## src/design/etbu_ram.sv

```systemverilog
// ----------------------------------------------------------------------------
// etbu_ram
// generic single-write single-read ram with registered read data
// ----------------------------------------------------------------------------
module etbu_ram #(
   parameter int WIDTH = 8,
   parameter int DEPTH = 16
) (
   input  logic                     clock,
   input  logic                     wr_en,
   input  logic [$clog2(DEPTH)-1:0] wr_addr,
   input  logic [WIDTH-1:0]         wr_data,
   input  logic                     rd_en,
   input  logic [$clog2(DEPTH)-1:0] rd_addr,
   output logic [WIDTH-1:0]         rd_data
);

   logic [WIDTH-1:0] mem_ff [DEPTH];
   logic [WIDTH-1:0] rd_data_ff;

   always_ff @(posedge clock) begin
      if (wr_en) begin
         mem_ff[wr_addr] <= wr_data;
      end
      if (rd_en) begin
         rd_data_ff <= mem_ff[rd_addr];
      end
   end

   assign rd_data = rd_data_ff;

endmodule

```

## config.mk

```make
export PLATFORM = sky130hd
export DESIGN_NAME = etbu_ram
export DESIGN_NICKNAME = d
export VERILOG_FILES = /design/src/design/etbu_ram.sv
export SDC_FILE = /design/constraint.sdc
export NUM_CORES = 1
export LEC_CHECK = 0
export ABC_AREA = 0
export BUFFER_PORTS_ARGS = -buffer_cell sky130_fd_sc_hd__buf_2
export CAP_MARGIN = 20
export CORE_ASPECT_RATIO = 0.5
export CORE_MARGIN = 3
export CORE_UTILIZATION = 30
export CTS_BUF_LIST = sky130_fd_sc_hd__clkbuf_4
export CTS_CLUSTER_DIAMETER = 80
export CTS_CLUSTER_SIZE = 12
export DETAILED_ROUTE_END_ITERATION = 8
export MAX_ROUTING_LAYER = met4
export PLACE_DENSITY = 0.54
export SETUP_SLACK_MARGIN = 0.2
export SYNTH_ARGS = -nofsm -noshare
export SYNTH_HDL_FRONTEND = slang
export SYNTH_SLANG_ARGS = --single-unit
export TNS_END_PERCENT = 1
```

## constraint.sdc

```tcl
create_clock -name clock -period 4.8 [get_ports clock]
set_input_delay 0.96 -clock clock [delete_from_list [all_inputs] [get_ports clock]]
set_output_delay 0.96 -clock clock [all_outputs]
set_load 0.01 [all_outputs]
```

* After elaboration in Yosys (flattened, before gate mapping) *
Memory sizes are Yosys's and may differ from the RTL's. A register that Yosys moved wholly into a read port is not among the register bits.
Index checks and enable logic that the tools add are counted.

operators by class
  multiplexer cells = 2

operator list
  cell    number
  $mux 1  2

storage, ports and cells
  register bits = 0
  memory bits (writable) = 128
  bits of input ports = 19
  output and inout port bits = 8
  word-level logic and storage cells = 3
  memories = 1

memory list
  name    depth  width  rd ports  clocked after memory_dff  write ports  RTL line  RTL
  mem_ff  16     8      1         1                         1            18        logic [WIDTH-1:0] mem_ff [DEPTH];

* Logic depth before layout (Yosys ltp) *
  depth in word-level cells = 2
  gate-level depth with buffers = 5
  depth with buffers taken out = 3

* Worst setup path before layout *
OpenSTA, ideal clock, no wires.

  kind = input-to-reg
  start = input port wr_addr[2]
  end = memory mem_ff[0][0], enable pin
  library setup time = 0.383 ns
  arrival time = 2.070 ns
  data required time = 4.417 ns
  setup slack = 2.347 ns
  stages = 2
  path buffers = 0
  cell sequence = or3b_2 -> nor3_1

RTL lines
  item             RTL line  RTL
  start, declared  11        input logic [$clog2(DEPTH)-1:0] wr_addr,
  end, declared    18

Straight into the memory's write port.

==> results.md <==
- Area Overhead vs Synth: 12.9%
- Total negative slack: 0 ps
- GRT Resource Usage Total: 0.110
- # DRC: 0
- Final setup vio count: 0
- Final Hold Vio Count: 0
- Clock sinks: 136
- Syn Area/Cell: 22.8 µm²
- First-pass DRT Iterations: 4
- H-tree Lvls: 4
- Ant. Diodes: 0
- Critical R2R Launch: mem_ff[2][0]
- Ports: 27
- Worst-path clk slew: 110 ps
- Hold-fix buffers, CTS: 0
- First-pass GRT wire length: 14800 µm
- Setup Fix Bufs, Post-CTS: 0
- Cell variety after synth: 18
- Critical Path End Type: flip-flop
- Filler Cells Inserted: 1537
- Buffers & Inverters on Critical Path: 2
- Hold Slack: 764 ps
- WP data arrival: 2450 ps
- Detailed-route via count: 2395
- Routed vias/inst: 4.71
- Setup slack at placement: 1710 ps
- CP top delay family: multiplexers
- Worst vdd ir: 0.131 mV
- PostCTS Resize Cnt: 0
- Clock Path Buffers: 2
- Share of the synthesized area in the top cell type: 0.781
- Starting Density: 0.313
- Top post-synthesis cells by area: edfxtp_1, mux4_2, mux4_1
- Commonest cells post-synth: edfxtp_1, mux4_2, a22oi_1, mux4_1, nor2_1
- Yosys reg bits: 136
- Critical-path top delay cell: mux4_1
- DR WL/cell: 18.8 µm
- Post-Syn Nets: 248
- TritonCTS clock tree: built
- Critical Path Start Type: input port
- P per Cell Area: 377 mW/mm²
- Largest net degree at the start of global routing: 33
- Outcome: completed
- Worst Hold Class: flip-flop to flip-flop
- Die H: 99.3 µm
- Antenna-violating nets left: 0
- Worst reg-to-reg setup slack: 3300 ps
- Fin. max-slew vios: 0
- Initial antenna violation count: 0
- Root cell of the clock tree: clkbuf_4
- Crit Path Class: input port to flip-flop
- Max-cap violations: 0
- Clock latency on the worst-skew pair: 510 ps
- Slew headroom: 0.345
- Final Cell Area: 0.00590 mm²
- Final period util: 0.459
- HP Start: mem_ff[12][1]
- Worst reg-to-reg path cell count: 3
- Sequential fraction of the synthesis area: 0.781
- Worst Hold Depth: 3
- CP required: 5050 ps
- Worst setup margin: 2600 ps
- Final net count: 288
- Die width: 193 µm
- Hold EP: rd_data[1]
- RSZ-0062 raised after global routing: no
- Top_reg_cell synth: edfxtp_1
- Rows: 33
- Initial drt markers: 168
- DP Area: 0.00559 mm²
- Leak: 1.90 nW
- Layout cells sized above 1: 0.284
- Port-buffer cells: 26
- Die area: 0.0191 mm²
- Post-synth EDFFs: 136
- Leading area contributor after synthesis: edfxtp_1
- Mapped Area: 0.00523 mm²
- Final Skew: 15.2 ps
- Inserted Clock Buffers: 17
- Worst-path cell chain: buf_2, buf_12, mux4_1, a22oi_1, nand2_1
- R2R Path End: rd_data[0]
- CP startpoint: rd_addr[0]
- Critical Path Max Stage Delay: 590 ps
- Fmax: 0.454 GHz
- Asr flop ratio synth: 0
- Post-layout total power: 0.00222 W
- GR Overflow Total: 0
- Final min period: 2200 ps
- RePlAce Congestion: 0.719
- Vias in the first global route: 2520
- Ys Warns: 0
- Post-Route WL: 9560 µm
- DP HPWL: 6290 µm
- Crit Path Max Fanout: 25
- Worst Tran Pin Value: 979 ps
- Placeable Area: 0.0167 mm²
- Post-synthesis cell count: 229
- Most common cell in the netlist: edfxtp_1
## worst max path at each step
stage | depth (start not counted) | slack [ps] | to
3_5_place_dp | 4 | 1710 | rd_data[0]
2_1_floorplan | 2 | 2350 | mem_ff[0][0]
3_3_place_gp | 4 | 1710 | rd_data[0]
6_report | 5 | 2600 | rd_data[0]
4_1_cts | 4 | 2280 | rd_data[0]
5_1_grt | 5 | 2530 | rd_data[0]
## power breakdown
group	internal [W]	leakage, nW	switching [W]
clock network	0.000370	0.161	0.000395
registers	0.00134	1.24	0.00000795
logic	0.0000482	0.504	0.0000679
## cell type report
type	instances	area [µm²]	share of cell area
multi-input cells	83	1060	0.179
well taps	227	284	0.0481
repair buffers	31	180	0.0305
flip-flops and latches	136	4080	0.692
clock buffers	19	143	0.0242
clock inverters	13	155	0.0263
## metrics by stage
stage,std cells,util
finish,509,0.353
CTS,508,0.352
floorplan,229,-
global placement,475,0.334
global route,509,0.353
detailed placement,476,0.334
## worst register-to-register path: stages (launching register included)
cell and delay (ps):
edfxtp_1 380, mux4_1 500, a22oi_1 230, nand2_1 130
## flip-flops by register name, summed over array words and instances (netlist names)
register,cells
rd_data,8
mem_ff,128
## routing by layer
metal / track usage / part of all wire
met1: 0.143 / 0.46
met2: 0.173 / 0.48
met3: 0.0313 / 0.053
met4: 0.0291 / 0.0044
met5: - / 0
## cell usage in the layout (no fill, tap or decap), drive strengths merged
cell type	n
a22oi	16
clkinv	9
and2b	1
clkinvlp	1
bufinv	3
edfxtp	136
nor2b	1
nand3b	2
mux4	32
or3b	1
nor2	13
clkbuf	19
nand3	1
nand2b	2
nand2	9
buf	31
nor3	4
and2	1
## cell families (layout without fill, tap and decap cells)
| family | after synthesis | count (layout) | synth area share |
|---|---|---|---|
| and+or+nand+nor | 35 | 35 | 0.0314 |
| AOI/OAI and AO/OA | 16 | 16 | 0.0230 |
| DFF | 136 | 136 | 0.781 |
| buffers and inverters | 10 | 63 | 0.0165 |
| muxes | 32 | 32 | 0.148 |
(Power assumes the default switching activity.)
