### config.mk
export PLATFORM = sky130hd
export DESIGN_NAME = etbu_seq
export DESIGN_NICKNAME = d
export VERILOG_FILES = /design/src/design/etbu_pkg.sv /design/src/design/etbu_seq.sv
export SDC_FILE = /design/constraint.sdc
export NUM_CORES = 1
export LEC_CHECK = 0
export BUFFER_PORTS_ARGS = -buffer_cell sky130_fd_sc_hd__buf_2
export CAP_MARGIN = 10
export CORE_UTILIZATION = 48
export DETAILED_ROUTE_END_ITERATION = 8
export PLACE_DENSITY = 0.79
export SYNTH_ARGS = -nofsm -noshare
export SYNTH_HDL_FRONTEND = slang
export SYNTH_SLANG_ARGS = --single-unit
### constraint.sdc
create_clock -name clock -period 3.37 [get_ports clock]
set_input_delay 0.5055 -clock clock [delete_from_list [all_inputs] [get_ports clock]]
set_output_delay 0.5055 -clock clock [all_outputs]
set_load 0.01 [all_outputs]
### src/design/etbu_pkg.sv
// ----------------------------------------------------------------------------
// etbu_pkg
// shared widths, codes and types of the elimination tree builder
// ----------------------------------------------------------------------------
package etbu_pkg;

   localparam int IDX_W         = 10;
   localparam int LINK_W        = IDX_W + 1;
   localparam int MAX_NODES_DEF = 1024;

   // input word modes
   localparam logic [1:0] MODE_BEGIN = 2'd0;
   localparam logic [1:0] MODE_ENTRY = 2'd1;
   localparam logic [1:0] MODE_READ  = 2'd2;

   // result word kinds
   localparam logic KIND_EDGE = 1'b0;
   localparam logic KIND_READ = 1'b1;

   // one stored link: valid flag and node index
   typedef struct packed {
      logic             ok;
      logic [IDX_W-1:0] idx;
   } link_type;

   // one result word
   typedef struct packed {
      logic             kind;
      logic [IDX_W-1:0] child;
      logic [IDX_W-1:0] parent;
      logic             has_parent;
   } res_type;

   // one memory command, addressed by node index
   typedef struct packed {
      logic             wr_en;
      logic [IDX_W-1:0] wr_idx;
      link_type         wr_data;
      logic             rd_en;
      logic [IDX_W-1:0] rd_idx;
   } mem_cmd_type;

endpackage

### src/design/etbu_seq.sv
// ----------------------------------------------------------------------------
// etbu_seq
// sequencer for row begin, ancestor walk with path compression, parent read
// ----------------------------------------------------------------------------
module etbu_seq #(
   parameter int MAX_NODES = etbu_pkg::MAX_NODES_DEF
) (
   input  logic                      clock,
   input  logic                      reset,
   input  logic                      req_valid,
   output logic                      req_ready,
   input  logic [1:0]                req_mode,
   input  logic [etbu_pkg::IDX_W-1:0] req_row,
   input  logic [etbu_pkg::IDX_W-1:0] req_col,
   output etbu_pkg::mem_cmd_type     anc_cmd,
   input  etbu_pkg::link_type        anc_rd,
   output etbu_pkg::mem_cmd_type     par_cmd,
   input  etbu_pkg::link_type        par_rd,
   output logic                      res_valid,
   output etbu_pkg::res_type         res,
   input  logic                      res_take
);
   import etbu_pkg::*;

   localparam int STEP_W = $clog2(MAX_NODES + 1);

   typedef enum logic [1:0] {
      ST_IDLE,
      ST_WALK,
      ST_PAR,
      ST_EMIT
   } state_type;

   state_type         state_ff, state_in;
   logic [IDX_W-1:0]  cur_row_ff, cur_row_in;
   logic [IDX_W-1:0]  node_ff, node_in;
   logic [STEP_W-1:0] steps_ff, steps_in;
   res_type           res_ff, res_in;
   logic              accept;

   function automatic logic in_range(input logic [IDX_W-1:0] i);
      return 32'(i) < MAX_NODES;
   endfunction

   assign req_ready = (state_ff == ST_IDLE);
   assign accept    = req_valid && req_ready;
   assign res_valid = (state_ff == ST_EMIT);
   assign res       = res_ff;

   always_comb begin
      state_in   = state_ff;
      cur_row_in = cur_row_ff;
      node_in    = node_ff;
      steps_in   = steps_ff;
      res_in     = res_ff;
      anc_cmd    = '0;
      par_cmd    = '0;

      unique case (state_ff)
         ST_IDLE: begin
            if (accept) begin
               unique case (req_mode)
                  MODE_BEGIN: begin
                     cur_row_in = req_row;
                     if (in_range(req_row)) begin
                        anc_cmd.wr_en   = 1'b1;
                        anc_cmd.wr_idx  = req_row;
                        anc_cmd.wr_data = '0;
                        par_cmd.wr_en   = 1'b1;
                        par_cmd.wr_idx  = req_row;
                        par_cmd.wr_data = '0;
                     end
                  end
                  MODE_ENTRY: begin
                     // a column at or above the row walks nothing
                     if ((req_col < cur_row_ff) && in_range(req_col)) begin
                        anc_cmd.rd_en  = 1'b1;
                        anc_cmd.rd_idx = req_col;
                        node_in        = req_col;
                        steps_in       = '0;
                        state_in       = ST_WALK;
                     end
                  end
                  MODE_READ: begin
                     if (in_range(req_col)) begin
                        par_cmd.rd_en  = 1'b1;
                        par_cmd.rd_idx = req_col;
                        node_in        = req_col;
                        state_in       = ST_PAR;
                     end else begin
                        res_in   = '{kind: KIND_READ, child: req_col, parent: '0,
                                     has_parent: 1'b0};
                        state_in = ST_EMIT;
                     end
                  end
                  default: begin
                  end
               endcase
            end
         end
         ST_WALK: begin
            // path compression: every visited node now points at the row
            anc_cmd.wr_en   = 1'b1;
            anc_cmd.wr_idx  = node_ff;
            anc_cmd.wr_data = '{ok: 1'b1, idx: cur_row_ff};
            steps_in        = steps_ff + STEP_W'(1);
            if (!anc_rd.ok) begin
               par_cmd.wr_en   = 1'b1;
               par_cmd.wr_idx  = node_ff;
               par_cmd.wr_data = '{ok: 1'b1, idx: cur_row_ff};
               res_in   = '{kind: KIND_EDGE, child: node_ff, parent: cur_row_ff,
                            has_parent: 1'b1};
               state_in = ST_EMIT;
            end else if ((anc_rd.idx < cur_row_ff) && in_range(anc_rd.idx)
                         && (32'(steps_in) < MAX_NODES)) begin
               anc_cmd.rd_en  = 1'b1;
               anc_cmd.rd_idx = anc_rd.idx;
               node_in        = anc_rd.idx;
            end else begin
               state_in = ST_IDLE;
            end
         end
         ST_PAR: begin
            res_in   = '{kind: KIND_READ, child: node_ff,
                         parent: par_rd.ok ? par_rd.idx : '0,
                         has_parent: par_rd.ok};
            state_in = ST_EMIT;
         end
         ST_EMIT: begin
            if (res_take) begin
               state_in = ST_IDLE;
            end
         end
         default: begin
            state_in = ST_IDLE;
         end
      endcase
   end

   always_ff @(posedge clock) begin
      node_ff  <= node_in;
      steps_ff <= steps_in;
      res_ff   <= res_in;
      if (reset) begin
         state_ff   <= ST_IDLE;
         cur_row_ff <= '0;
      end else begin
         state_ff   <= state_in;
         cur_row_ff <= cur_row_in;
      end
   end

   // a walked node always lies below the current row
   a_walk_below_row: assert property (@(posedge clock) disable iff (reset)
      (state_ff == ST_WALK) |-> (node_ff < cur_row_ff))
      else $error("walk visits a node not below the current row");

   // the step count never reaches the node count inside a walk
   a_walk_bounded: assert property (@(posedge clock) disable iff (reset)
      (state_ff == ST_WALK) |-> (32'(steps_ff) < MAX_NODES))
      else $error("walk exceeds step bound");

   // a pending result holds until taken
   a_emit_holds: assert property (@(posedge clock) disable iff (reset)
      (state_ff == ST_EMIT && !res_take) |=> (state_ff == ST_EMIT && $stable(res_ff)))
      else $error("pending result lost or changed");

   // a tree edge always names the current row as parent
   a_edge_parent: assert property (@(posedge clock) disable iff (reset)
      (state_ff == ST_EMIT && res_ff.kind == KIND_EDGE)
         |-> (res_ff.has_parent && res_ff.parent == cur_row_ff))
      else $error("tree edge with wrong parent");

   // no word is taken while a walk or read is in flight
   a_busy_not_ready: assert property (@(posedge clock) disable iff (reset)
      (state_ff == ST_WALK || state_ff == ST_PAR) |-> !req_ready)
      else $error("ready raised while busy");

endmodule

Word-level counts from Yosys, hierarchy flattened
Cells that the tools add are included.

storage, ports and cells
  bits in registers = 55
  bits of input ports = 48
  output and inout port bits = 90
  word-level logic and storage cells = 70

operators by class
  $add $sub $neg = 1
  $lt $le $gt $ge = 3
  equal/unequal tests = 15
  mux-type cells = 32
  reduce and logical (&&, ||, !) cells = 11

operators with widths
  cell                   count
  $mux 11                9
  $pmux 22 s2            2
  $mux 22                3
  $mux 33                2
  $pmux 33 s2            1
  $mux 10                5
  $pmux 10 s2            2
  $pmux 11 s2            1
  $lt 10x10->1           2
  $add 11x1->11 const B  1
  $lt 11x11->1 const B   1
  $mux 2                 5
  $ne 2x1->1 const B     4
  $pmux 2 s4             1
  $eq 2x2->1 const B     3
  $ne 2x2->1 const B     3
  $ne 3x3->1 const B     2
  $reduce_and 6->1       1
  $reduce_and 5->1       1
  $eq 2x1->1 const B     2
  $logic_not 2->1        2
  $pmux 2 s2             1
  $reduce_and 4->1       1
  $reduce_bool 2->1      2
  4 further kinds        5

Depth between registers and ports, before layout
Gate-level depths: netlist of run 1.

  depth after elaboration = 6
  gate-level depth with buffers = 8
  mapped depth without buffers = 8

Worst setup path after synthesis of run 1
Ideal clock, no wire load.

  path kind = input -> register
  from = input port req_col[5] (netlist name)
  to = register node_ff[0], enable pin
  setup time = 0.393 ns
  arrival time = 2.556 ns
  required time = 2.977 ns
  path slack = 0.421 ns
  stages = 6
  path buffers = 0
  path through = ha_1 -> and3_1 -> a221o_1 -> a221oi_2 -> a21oi_1 -> a211oi_1

on the way
  longest elaborated chain between the ends = 3

RTL lines
  element                     RTL line         source
  start, declared             etbu_seq.sv:14   input logic [etbu_pkg::IDX_W-1:0] req_col,
  $lt 10x10->1                etbu_seq.sv:76   if ((req_col < cur_row_ff) && in_range(req_col)) begin
  $ne 3x3->1 (no line)        -
  $reduce_and 6->1 (no line)  -
  end signal, assigned        etbu_seq.sv:141  node_ff <= node_in;
  end, declared               etbu_seq.sv:36   logic [IDX_W-1:0] node_ff, node_in;

No other way between the ends.
A chain may end at the register's enable or synchronous reset.

==> qor.yml, run 1 <==
die_h_um: 84.42
finalSetupTns_ns: 0
muxShareOfSynthArea: 0
synthSimpleGateAreaFrac: 0.2609
fin_cells: 572
peakVddDrop_mv: 0.1891
die_area_um2: 7127
synthesis.area_um2: 3261
crit_arrival_ns: 2.70
yosysUniqueCellTypes: 48
gr-total-overflow: 0
root_buffer: "clkbuf_8"
wire_per_inst_um: 15.97
worstHoldStart: "node_ff[3]$_DFFE_PP_"
path_class: "reg2out"
syn_avg_cell_area_um2: 9.007
slew_headroom: 0.2122
synth_compound_area_frac: 0.1378
placed_area_um2: 4018
endpoint_kind: "primary output"
ctsResizeCount: 0
postCtsSetupRepairBufs: 0
r2r_slack_ns: 0.77
grt_pass1_wl_um: 14260
antenna_found_initial: 0
portBuffers: 137
setup_viol: 0
via_per_inst: 5.414
synth_xor_area_frac: 0.01880
status: "finished with violations"
drt_iter0_markers: 177
grt_start_max_net_pins: 24
path_max_fanout: 11
row_count: 29
cp.required_ns: 2.86
rr_startpoint: "cur_row_ff[5]$_SDFFE_PP0P_"
synth_top_family_by_area: "simple AND/OR/NAND/NOR gates"
start_util: 0.5048
critPathLaunch: "cur_row_ff[5]$_SDFFE_PP0P_"
routed_wl_um: 9135
htree_num_levels: 2
fin_nets: 561
fmax_mhz: 312.2
clock_sink_count: 55
io_pins: 138
place_inst: 564
num_antenna_cells: 0
syn_inst: 362
grt_pass1_vias: 2866
synthArstFlopShare: 0
violations: "DRC"
synth-seq-area-share: 0.4697
rsz0062_at_grt: "false"
synthAdderAreaFrac: 0.07291
hold_viol_final: 0
syn2layout_area_growth_pct: 25.98
min_period_ns: 3.203
leakage_nw: 1.960
cts_hold_buf: 0
fp.coreArea_um2: 6459
drc: 11
drive_gt1_frac: 0.3374
numCtsBuffers: 5
synth-edff-count: 43
die_width_um: 84.42
path_clk_slew_ns: 0.10
track_usage: 0.2584
slew_viol_final: 0
hold_path_class: "reg2reg"
ys_ff_latch: 55
finish.instance_area_um2: 4108
syn-num-nets: 429
clkLatencyLatePin_ns: 0.31
r2r_cells: 8
clk_path_buf_depth: 2
worstSetupStartpointType: "flop"
worstMarginPinSlew_ns: 1.182
fin_crit_sh: 0.9504
p_per_area_nw_per_um2: 371.5
ant_nets: 0
gp_congestion: 0.8456
firstDrtPassIters: 7
max_cap_violations: 0
synth_warnings: 0
synth_ff_type: "edfxtp_1"
hold_depth: 0
tritoncts: "done"
vias: 3097
dp.final_hpwl_um: 6924
fin_skew_ns: 0.005301
power_mw: 1.526
==> synth_stat cells (5+ instances only) <==
cell type / count / area [um2]
o21ai_0: 18 / 90.09
and2_1: 16 / 100.1
a21oi_1: 16 / 80.08
inv_1: 12 / 45.04
a22o_1: 11 / 96.34
nand2_1: 102 / 382.9
nor2_1: 27 / 101.4
nor3_1: 11 / 55.05
nand2b_1: 5 / 31.28
clkbuf_1: 12 / 45.04
edfxtp_1: 43 / 1291
ha_1: 19 / 237.7
nand3_1: 5 / 25.02
xor2_1: 5 / 43.79
dfxtp_1: 12 / 240.2
==> final timing paths <==
path,end
setup / recovery,anc_cmd[9]
hold / removal,res[14]$_DFFE_PP_
setup reg to reg,node_ff[6]$_DFFE_PP_
hold reg to reg,res[14]$_DFFE_PP_
==> per-stage QoR <==
step | util | hold WS, ns | worst slack [ns]
final | 0.6360 | 0.4650 | 0.1673
after global placement | 0.6220 | 0.4358 | 0.2919
after global routing | 0.6360 | 0.4780 | 0.03243
after detailed placement | 0.6220 | 0.4312 | 0.2088
after floorplan | - | 0.4262 | 0.4205
after CTS | 0.6358 | 0.4549 | 0.01148
==> logic make-up (layout without fill, tap and decap cells) <==
logic type / after synthesis / count (layout)
AOI/OAI and AO/OA: 65 / 65
adders and majority gates: 19 / 19
DFF: 55 / 55
and+or+nand+nor: 184 / 184
xor gates and xnor gates: 7 / 7
buffers and inverters: 32 / 165
==> report_power, final <==
group | switching, mW | total, mW | internal [mW]
clock | 0.219 | 0.365 | 0.145
combinational | 0.211 | 0.336 | 0.125
sequential | 0.0307 | 0.826 | 0.795
total | 0.461 | 1.53 | 1.06
==> sequential cells by signal, summed over array words and instances (netlist names) <==
signal / cells
state_ff: 2
node_ff: 10
cur_row_ff: 10
steps_ff: 11
res: 22
==> critical path: stages, from the launching register on <==
cell and delay (ns):
dfxtp_1 0.36, inv_1 0.13, ha_1 0.31, and3_1 0.20, a221o_1 0.36, a221oi_2 0.35
and2_2 0.36, a22o_1 0.19, buf_2 0.13
==> cell usage in the layout (no fill, tap or decap), types with 2 or more instances in the layout <==
cell        Yosys  routed
buf_2           2     137
nand2_1       102     102
edfxtp_1       43      43
nor2_1         27      27
ha_1           19      19
o21ai_0        18      17
a21oi_1        16      16
and2_1         16      15
inv_1          12      12
dfxtp_1        12      12
nor3_1         11      11
a22o_1         11      11
buf_4           0       7
nand2b_1        5       5
nand3_1         5       5
xor2_1          5       5
clkbuf_8        0       5
a21o_1          4       4
o21ai_1         3       3
and3_1          3       3
a211oi_1        2       2
nand4_1         2       2
or2_2           2       2
xnor2_1         2       2
clkinvlp_4      0       2
==> area by class of cell <==
class / count / area, um2
Clock buffer: 5 / 68.82
Clock inverter: 3 / 20.02
Fill cell: 565 / 2351
Inverter: 13 / 48.80
Multi-Input combinational cell: 275 / 1604
Sequential cell: 55 / 1531
Tap cell: 77 / 96.34
Timing Repair Buffer: 144 / 738.2
==> per-layer routing <==
layer / vias to the layer above / GRT usage / part of all wire
met2: 124 / 0.4471 / 0.49
met5: - / 0 / 0
li1: 1529 / - / -
met4: 0 / 0.08320 / 0.013
met3: 8 / 0.03933 / 0.063
met1: 1436 / 0.3344 / 0.44
(Power assumes the default switching activity.)
==> inputs of run 2 (changes only) <==
--- a/config.mk
+++ b/config.mk
@@ -8,7 +8,7 @@
 export BUFFER_PORTS_ARGS = -buffer_cell sky130_fd_sc_hd__buf_2
 export CAP_MARGIN = 10
-export CORE_UTILIZATION = 48
+export CORE_UTILIZATION = 45
 export DETAILED_ROUTE_END_ITERATION = 8
-export PLACE_DENSITY = 0.79
+export PLACE_DENSITY = 0.75
 export SYNTH_ARGS = -nofsm -noshare
 export SYNTH_HDL_FRONTEND = slang
==> constraint.sdc (replaced) <==
create_clock -name clock -period 3.37 [get_ports clock]
set_input_delay 0.1685 -clock clock [delete_from_list [all_inputs] [get_ports clock]]
set_output_delay 0.1685 -clock clock [all_outputs]
set_load 0.01 [all_outputs]
==> run 2 against run 1 <==
Against the previous run: the run now ends clean; combinational power about the same; clock skew up 0.0019 ns; final area up 0.76%; critical path type unchanged.
==> qor.yml, run 2 (synthesis gave the netlist of run 1 again) <==
ant_nets: 0  # unchanged
slowest_stage: "and2_1"
path_max_fanout: 11  # unchanged
vias: 3155  # +1.9%
crit_chain: "inv_1 > ha_1 > and3_1 > a221o_1 > a221oi_2 > and2_1 > a22o_1 > buf_2"
dp_slack_ns: 0.8141  # +0.6053 ns
worstSetupStartpointType: "flop"
syn2layout_area_growth_pct: 26.94
worstMarginPinSlew_ns: 0.7199  # -0.4616 ns
track_usage: 0.2499  # -0.008453
die_area_um2: 7590  # +6.5%
clock_sink_count: 55  # unchanged
path_class: "reg2out"
endpoint_kind: "primary output"
path_clk_slew_ns: 0.10  # about the same
crit_arrival_ns: 2.75  # +0.05 ns
drc: 0  # -11
io_pins: 138  # unchanged
slew_viol_final: 0  # unchanged
fmax_mhz: 342.3  # +9.6%
status: "finished, final reports clean"
fin_nets: 559  # -0.36%
fin_crit_sh: 0.8668  # -0.08357
slew_headroom: 0.5189  # +0.3067
largest_reg_flops: 22  # unchanged
cp.required_ns: 3.20  # +0.34 ns
grt_pass1_wl_um: 14290  # +0.19%
utilization: 0.5993  # -0.03672
wire_per_inst_um: 16.19  # +1.4%
hold_viol_final: 0  # unchanged
finalSetupTns_ns: 0  # unchanged
dp.final_hpwl_um: 7196  # +3.9%
fin_skew_ns: 0.007230  # +0.001928 ns
postCtsSetupRepairBufs: 0  # unchanged
die_h_um: 87.12  # +3.2%
firstDrtPassIters: 5  # -2
clk_path_buf_depth: 2  # unchanged
p_per_area_nw_per_um2: 385.7  # +3.8%
numCtsBuffers: 5  # unchanged
fp.coreArea_um2: 6907  # +6.9%
ctsResizeCount: 0  # unchanged
row_count: 30  # +3.4%
setup_slack_ns: 0.4489  # +0.2816 ns
grt_pass1_vias: 2901  # +1.2%
num_antenna_cells: 0  # unchanged
antenna_found_initial: 0  # unchanged
portBuffers: 137  # unchanged
cpPeakStageDelay_ns: 0.46  # +0.10 ns
gp_congestion: 0.8836  # +4.5%
leakage_nw: 1.962  # about the same
min_period_ns: 2.921  # -0.2816 ns
htree_num_levels: 2  # unchanged
grt_start_max_net_pins: 29  # +21%
crit_buf_inv: 2  # unchanged
root_buffer: "clkbuf_8"
max_cap_violations: 0  # unchanged
final_common_cell: "buf_2"
drt_iter0_markers: 287  # +62%
power_mw: 1.596  # +4.6%
clkLatencyLatePin_ns: 0.31  # about the same
tritoncts: "done"
layout_common_cells: "buf_2, nand2_1, edfxtp_1"
setup_viol: 0  # unchanged
gr-total-overflow: 0  # unchanged
peakVddDrop_mv: 0.1894  # +0.19%
drive_gt1_frac: 0.3327  # -0.004717
start_util: 0.4721  # -0.03274
rsz0062_at_grt: "false"
cp_top_family: "compound AO/OA/AOI/OAI gates"
via_per_inst: 5.357  # -1.1%
nFillCells: 663  # +17%
routed_wl_um: 9535  # +4.4%
hold_path_class: "in2reg"
die_width_um: 87.12  # +3.2%
cts_hold_buf: 0  # unchanged
hold-worst-slack_ns: 0.1591  # -0.3059 ns
## run 2: stage by stage
stage               instance area, um2  cells
finish                            4139    589
floorplan                         3261    362
detailed placement                4029    581
CTS                               4139    589
global placement                  4029    581
global route                      4139    589
## run 2: cell type report
class / count / area, um2 / area share
multi-input cells: 275 / 1605 / 0.3878
flip-flops and latches: 55 / 1531 / 0.3700
repair buffers: 142 / 723.2 / 0.1747
well taps: 96 / 120.1 / 0.02902
clock buffers: 6 / 72.57 / 0.01753
inverters: 13 / 48.80 / 0.01179
clock inverters: 2 / 37.54 / 0.009069
## run 2: layer usage
metal	routed length [um]	global-route usage	vias to the layer above
met5	0	0	-
met4	129	0.07303	0
met3	728	0.03886	15
met2	4522	0.4216	158
met1	4154	0.3333	1462
li1	-	-	1520
## run 2: path summary, 6_finish.rpt
kind,startpoint,endpoint,slack (ns),cells after the start
min,req_row[4],cur_row_ff[4]$_SDFFE_PP0P_,0.16,3
min reg2reg,cur_row_ff[7]$_SDFFE_PP0P_,cur_row_ff[7]$_SDFFE_PP0P_,0.47,2
max reg2reg,cur_row_ff[5]$_SDFFE_PP0P_,node_ff[6]$_DFFE_PP_,0.85,8
max,cur_row_ff[5]$_SDFFE_PP0P_,anc_cmd[9],0.45,8
## run 2: power breakdown
group | leakage, nW | switching, mW | internal, mW
registers | 0.503 | 0.0317 | 0.794
clock network | 0.0514 | 0.212 | 0.222
logic | 1.41 | 0.213 | 0.124
## run 2: worst reg2reg max path, cell delays in order, from the launching register on
cell      delay [ns]
dfxtp_1         0.37
inv_1           0.10
ha_1            0.30
and3_1          0.20
a221o_1         0.37
a221oi_2        0.29
a21oi_1         0.12
a211oi_1        0.25
buf_4           0.23
